## config.mk

```make
export PLATFORM = sky130hd
export DESIGN_NAME = c3as_ctrl
export DESIGN_NICKNAME = d
export VERILOG_FILES = /design/src/design/c3as_pkg.sv /design/src/design/c3as_ctrl.sv
export SDC_FILE = /design/constraint.sdc
export NUM_CORES = 1
export LEC_CHECK = 0
export BUFFER_PORTS_ARGS = -buffer_cell sky130_fd_sc_hd__buf_4
export CAP_MARGIN = 25
export CORE_MARGIN = 3
export CORE_UTILIZATION = 49
export CTS_CLUSTER_DIAMETER = 60
export DETAILED_ROUTE_END_ITERATION = 16
export HOLD_SLACK_MARGIN = 0.15
export PLACE_DENSITY = 0.86
export SLEW_MARGIN = 40
export SYNTH_ARGS = -nofsm -noshare
export SYNTH_HDL_FRONTEND = slang
export SYNTH_SLANG_ARGS = --single-unit
```

## constraint.sdc

```tcl
create_clock -name aclk -period 2.2 [get_ports aclk]
set_input_delay 0.44 -clock aclk [delete_from_list [all_inputs] [get_ports aclk]]
set_output_delay 0.44 -clock aclk [all_outputs]
set_load 0.005 [all_outputs]
```

## src/design/c3as_pkg.sv

```systemverilog
`default_nettype none
package c3as_pkg;

    typedef struct packed {
        logic [7:0] pixel;
        logic       frame_start;
    } in_beat_t;

    typedef struct packed {
        logic [7:0]  out_pixel;
        logic [11:0] out_row;
        logic [9:0]  out_col;
    } out_beat_t;

    localparam int CfgW = 24;
    localparam logic [2:0] REG_COEF_TOP = 3'd0;
    localparam logic [2:0] REG_COEF_MID = 3'd1;
    localparam logic [2:0] REG_COEF_BOT = 3'd2;
    localparam logic [2:0] REG_DIVISOR  = 3'd3;
    localparam logic [2:0] REG_WIDTH    = 3'd4;

    // Sum of nine products: 20 bits signed is enough.
    localparam int SumW = 20;

    // Commands from the controller to the datapath.
    typedef struct packed {
        logic load;      // take an accepted beat: read line stores
        logic shift;     // update the window and stores, latch the result flag
        logic start_mac; // clear the accumulator
        logic mac;       // add one product
        logic [3:0] tap; // window tap for the product
        logic start_div; // load the divider
        logic div_step;  // one quotient bit
        logic finish;    // register the clamped result
    } c3as_cmd_t;

    typedef struct packed {
        logic emit; // the current pixel produces a result
    } c3as_sts_t;

endpackage
`default_nettype wire

```

## src/design/c3as_ctrl.sv

```systemverilog
`default_nettype none
module c3as_ctrl (
    input  wire                 aclk,
    input  wire                 aresetn,
    input  wire                 s_valid,
    output logic                s_ready,
    output logic                m_valid,
    input  wire                 m_ready,
    output c3as_pkg::c3as_cmd_t cmd,
    input  c3as_pkg::c3as_sts_t sts
);
    import c3as_pkg::*;

    localparam logic [2:0] ST_IDLE  = 3'd0;
    localparam logic [2:0] ST_SHIFT = 3'd1;
    localparam logic [2:0] ST_CHECK = 3'd2;
    localparam logic [2:0] ST_MAC   = 3'd3;
    localparam logic [2:0] ST_DIV   = 3'd4;
    localparam logic [2:0] ST_DONE  = 3'd5;
    localparam int QW = SumW + 1;

    logic [2:0] state_reg, state_next;
    logic [4:0] cnt_reg, cnt_next;
    logic       mv_reg, mv_next;

    assign s_ready = (state_reg == ST_IDLE);
    assign m_valid = mv_reg;

    // Sequencer: load, shift, check; if emit: nine MAC taps, divide, post.
    always_comb begin
        state_next = state_reg;
        cnt_next   = cnt_reg;
        mv_next    = mv_reg && !m_ready;
        cmd        = '0;
        unique case (state_reg)
            ST_IDLE: begin
                if (s_valid) begin
                    cmd.load   = 1'b1;
                    state_next = ST_SHIFT;
                end
            end
            ST_SHIFT: begin
                cmd.shift  = 1'b1;
                state_next = ST_CHECK;
            end
            ST_CHECK: begin
                cmd.start_mac = 1'b1;
                cnt_next      = 5'd0;
                state_next    = sts.emit ? ST_MAC : ST_IDLE;
            end
            ST_MAC: begin
                cmd.mac = 1'b1;
                cmd.tap = cnt_reg[3:0];
                if (cnt_reg == 5'd8) begin
                    state_next = ST_DIV;
                    cnt_next   = 5'd0;
                end else begin
                    cnt_next = cnt_reg + 5'd1;
                end
            end
            ST_DIV: begin
                if (cnt_reg == 5'd0) cmd.start_div = 1'b1;
                else cmd.div_step = 1'b1;
                if (cnt_reg == 5'(QW)) state_next = ST_DONE;
                cnt_next = cnt_reg + 5'd1;
            end
            ST_DONE: begin
                if (!mv_reg || m_ready) begin
                    cmd.finish = 1'b1;
                    mv_next    = 1'b1;
                    state_next = ST_IDLE;
                end
            end
            default: state_next = ST_IDLE;
        endcase
    end

    always_ff @(posedge aclk) begin
        if (!aresetn) begin
            state_reg <= ST_IDLE;
            cnt_reg   <= 5'd0;
            mv_reg    <= 1'b0;
        end else begin
            state_reg <= state_next;
            cnt_reg   <= cnt_next;
            mv_reg    <= mv_next;
        end
    end
endmodule
`default_nettype wire
```

---- Yosys cells after proc, flatten, opt, wreduce, memory -nomap -nowiden ----
Cells that the tools add are included.
word-level totals
  register bits after elaboration ......... 9
  input bits .............................. 5
  output and inout bits ................... 13
  word-level logic and storage cells ...... 43
operators by class
  $add $sub $neg .......................... 1
  equality and inequality tests ........... 11
  multiplexer cells ....................... 20
  reduce and logical (&&, ||, !) cells .... 8
operators with widths
  kind                                                             count
  3-bit one-hot mux with 6 select lines                            1
  5-bit one-hot mux with 3 select lines                            1
  3-bit 2-to-1 mux                                                 4
  1-bit 2-to-1 mux                                                 10
  5-bit 2-to-1 mux                                                 2
  2-bit != test, second input constant                             4
  3-bit by 2-bit == test with 1-bit output, second input constant  2
  3-bit == test, second input constant                             2
  5-bit by 1-bit adder with 5-bit output, second input constant    1
  5-bit by 4-bit == test with 1-bit output, second input constant  1
  5-bit == test, second input constant                             1
  5-bit zero test                                                  1
  2-bit 2-to-1 mux                                                 2
  4-bit AND reduction                                              1
  3-bit by 1-bit == test with 1-bit output, second input constant  1
  3-bit zero test                                                  1
  3-bit nonzero test                                               1
  1-bit zero test                                                  2
  1-bit logical AND                                                1
  1-bit logical OR                                                 1

---- Logic depth before layout (Yosys ltp) ----
  word-level depth ........................ 4
  depth in mapped cells ................... 7
  mapped depth without buffers ............ 6

---- Worst setup path before layout ----
Ideal clock, no wire load.
  path kind ............................... flip-flop to flip-flop
  from .................................... reg state_reg[0]
  to ...................................... reg cnt_reg[3]
  setup time .............................. 0.070 ns
  arrival ................................. 1.628 ns
  required time ........................... 2.130 ns
  setup slack ............................. 0.502 ns
  stages on the path, launching flop included .. 8
  path buffers ............................ 3
  clock period less this slack ............ 1.698 ns
  cell sequence ........................... dfxtp_1 > buf_6 > or3b_1 > buf_6 > and2_4 > buf_6 > or3_1 > a21oi_1
on the way
  word-level cells in the longest chain between the ends .. 2
  elaborated cells between the ends (all ways) .. 5
  classes of those cells .................. 3 x eq/ne; 1 x mux; 1 x reduce/logical
ends and longest elaborated chain
  item                                                                                line             text
  from (decl)                                                                         c3as_ctrl.sv:22  logic [2:0] state_reg, state_next;
  from (signal assigned)                                                              c3as_ctrl.sv:84  state_reg <= state_next;
  3-bit == test / 3-bit by 2-bit == test with 1-bit output (equally long branches)    c3as_ctrl.sv:35  unique case (state_reg)
  5-bit one-hot mux with 3 select lines / 3-bit nonzero test (equally long branches)  --
  to (signal assigned)                                                                c3as_ctrl.sv:85  cnt_reg <= cnt_next;
  to (decl)                                                                           c3as_ctrl.sv:23  logic [4:0] cnt_reg, cnt_next;
Parallel ways exist; a longest one is shown, timed or not.
A chain may end at the register's enable or synchronous reset.

==> results.sh <==
export IMPL_grt_max_degree=14
export IMPL_clk_pin_slew_worst_paths_ps=70
export IMPL_place_area_sq_um=742.0
export IMPL_switching_power_uw=117.7
export IMPL_critical_path_arrival_ps=1620
export IMPL_layout_drive_gt1_share_pct=26.60
export IMPL_power_frac_clock_pct=34.2
export IMPL_drv_slew=0
export IMPL_slowest_stage="dfxtp_1"
export IMPL_root_buffer="clkbuf_4"
export IMPL_synthTopCellsByArea="dfxtp_1 (28%), ha_1 (5.9%), buf_6 (5.3%)"
export IMPL_largest_reg_flops=5
export IMPL_synthArstFlopShare_pct=0
export IMPL_via_count=595
export IMPL_clock_sinks=9
export IMPL_areaGrowthSynthToFinish_pct=20.78
export IMPL_yosysMostFrequentCell="dfxtp_1"
export IMPL_design_portCount=18
export IMPL_drv_cap=0
export IMPL_status="complete, no violations"
export IMPL_ys_top_cells_by_count="dfxtp_1 (9), and2_1 (5), inv_1 (5), nor2_1 (5)"
export IMPL_die_w_um=42.09
export IMPL_r2r_start="state_reg[1]"
export IMPL_final_area_sq_um=770.7
export IMPL_p_leak_uw=0.0003210
export IMPL_drc_errors=0
export IMPL_final_cells=108
export IMPL_worst_path_max_fanout=10
export IMPL_setup_viol=0
export IMPL_multi_input_area_sq_um=390.4
export IMPL_irDropWorstVdd_mv=0.2956
export IMPL_diodes=0
export IMPL_io_buffers=17
export IMPL_intPower_uw=278.0
export IMPL_tritoncts="built"
export IMPL_syn_area_sq_um=638.1
export IMPL_cp_cell_sequence="inv_1, or3_1, nor2b_1, buf_4"
export IMPL_criticalPathCategory="reg2out"
export IMPL_vias_per_cell=5.509
export IMPL_synth_edf_count=0
export IMPL_regArea_sq_um=181.4
export IMPL_overflow=0
export IMPL_synth_nets=86
export IMPL_place_hpwl_um=1082
export IMPL_synth_cells=78
export IMPL_fin_hold_ws_ps=441.6
export IMPL_fin_tns_setup_ps=0
export IMPL_drt_iter0_markers=16
export IMPL_synth_top_area_share_pct=28.24
export IMPL_avgSynthCellArea_sq_um=8.181
export IMPL_fin_skew_ps=2.531
export IMPL_antenna_found_initial=0
export IMPL_dp_cells=104
export IMPL_ant_nets=0
export IMPL_cpLargestDelayFamily="simple AND/OR/NAND/NOR gates"
export IMPL_track_usage_pct=17.41
export IMPL_rows=12
export IMPL_seqPwrFrac_pct=46.5
export IMPL_relSlewSlack_pct=75.55
export IMPL_die_h_um=42.09
export IMPL_start_kind="flip-flop"
export IMPL_hold_viol_final=0
export IMPL_yosysTopAreaCell="dfxtp_1"
export IMPL_worst_slew_pin_transition_ps=366.2
export IMPL_p_per_area_nw_per_um2=513.4
export IMPL_cts_max_path_buffers=2
export IMPL_htreeDepth=1
export IMPL_fin_crit_sh_pct=93.54
export IMPL_start_util_pct=55.19
export IMPL_ys_ff_latch=9
export IMPL_first_pass_iters=4
export IMPL_max_freq_mhz=485.9
export IMPL_grt_pass1_vias=522
export IMPL_synth_warnings=0
export IMPL_ys_seq_area_share_pct=28.24
export IMPL_critPathCaptureType="output port"
export IMPL_fillCellCount=100
export IMPL_synth_distinct_cells=36
export IMPL_max_stage_delay_ps=500
export IMPL_p_comb_share_pct=19.3
export IMPL_startpoint="state_reg[0]"
export IMPL_fin_crit_ps=2058
export IMPL_fin_nets=103
export IMPL_switching_share_pct=29.74
export IMPL_cts_buffers=3
export IMPL_synth_ff_type="dfxtp_1"
export IMPL_cp_required_ps=1760
export IMPL_grt_pass1_wl_um=2256
export IMPL_drt_total_wl_um=1423
export IMPL_core_area_sq_um=1156
export IMPL_hp_start="aresetn"
export IMPL_place_congestion=0.7315
export IMPL_wire_per_inst_um=13.18
export IMPL_clock_latency_ps=280
export IMPL_hp_class="in2reg"
export IMPL_critPathBufInv=2
export IMPL_rsz0062_at_grt="no"
export IMPL_dieArea_sq_um=1771
## worst paths after layout
check,end,slack (ps),cells after the start
max,cmd[0],140,4
min,state_reg[0],440,3
max reg2reg,cnt_reg[3],510,4
min reg2reg,state_reg[1],530,1
## tightest hold or removal path, delay by kind of cell
kind | cells | cell delay, ps
buffers and inverters | 1 | 130
AOI/OAI and AO/OA | 1 | 60
and+or+nand+nor | 1 | 40
## cell families (layout without fill, tap and decap cells)
group / Yosys count / count (layout) / synth area share (%)
and+or+nand+nor: 35 / 35 / 31.77
buffers and inverters: 11 / 27 / 10.59
AOI/OAI and AO/OA: 17 / 17 / 19.22
DFF: 9 / 9 / 28.23
muxes: 1 / 1 / 1.569
adders and majority gates: 3 / 3 / 5.883
xor gates and xnor gates: 2 / 2 / 2.746
## timing repair
action,in CTS,in global routing
setup endpoints to repair,0,1
setup buffers,0,0
hold buffers,0,0
resized for setup,0,1
## stage by stage
stage          util, %  total power, uW  worst slack (ps)
6_report         66.67            395.7             142.2
2_1_floorplan        -            239.7             501.9
3_3_place_gp     64.18            261.3             467.2
3_5_place_dp     64.18            263.8             407.4
5_1_grt          66.67            418.7             39.37
4_1_cts          66.56            401.5             103.4
## placed cells by master, fill, tap and decap left out, types with 3 or more instances in the layout
cell type and count:
inv_1 5, a21boi_0 3, buf_4 18, and2_1 5, ha_1 3, dfxtp_1 8, nor3_1 4, clkbuf_4 3
nand2_1 4, a21oi_1 4, nand2b_1 4, nor2_1 5
## final cells by class
| class | count | share of cell area (%) |
|---|---|---|
| Multi-Input combinational cell | 58 | 50.65 |
| Sequential cell | 9 | 23.54 |
| Timing Repair Buffer | 18 | 17.53 |
| Clock buffer | 3 | 2.922 |
| Inverter | 5 | 2.435 |
| Tap cell | 14 | 2.273 |
| Clock inverter | 1 | 0.6494 |
## per-layer routing
| layer | vias up | wire length (um) | global-route usage [%] |
|---|---|---|---|
| met5 | - | 0 | 0 |
| met1 | 275 | 627 | 19.02 |
| li1 | 303 | - | - |
| met4 | 0 | 37 | 11.18 |
| met2 | 12 | 689 | 27.16 |
| met3 | 5 | 69 | 7.725 |
## power groups by stage
| stage | combinational (uW) | sequential (uW) | clock [uW] |
|---|---|---|---|
| final | 76.5 | 184 | 135 |
| after global placement | 75.4 | 186 | 0 |
| after CTS | 76.7 | 184 | 141 |
| after detailed placement | 76.4 | 187 | 0 |
| after floorplan | 62.0 | 178 | 0 |
| after global routing | 84.9 | 185 | 149 |
(Power assumes the default switching activity.)
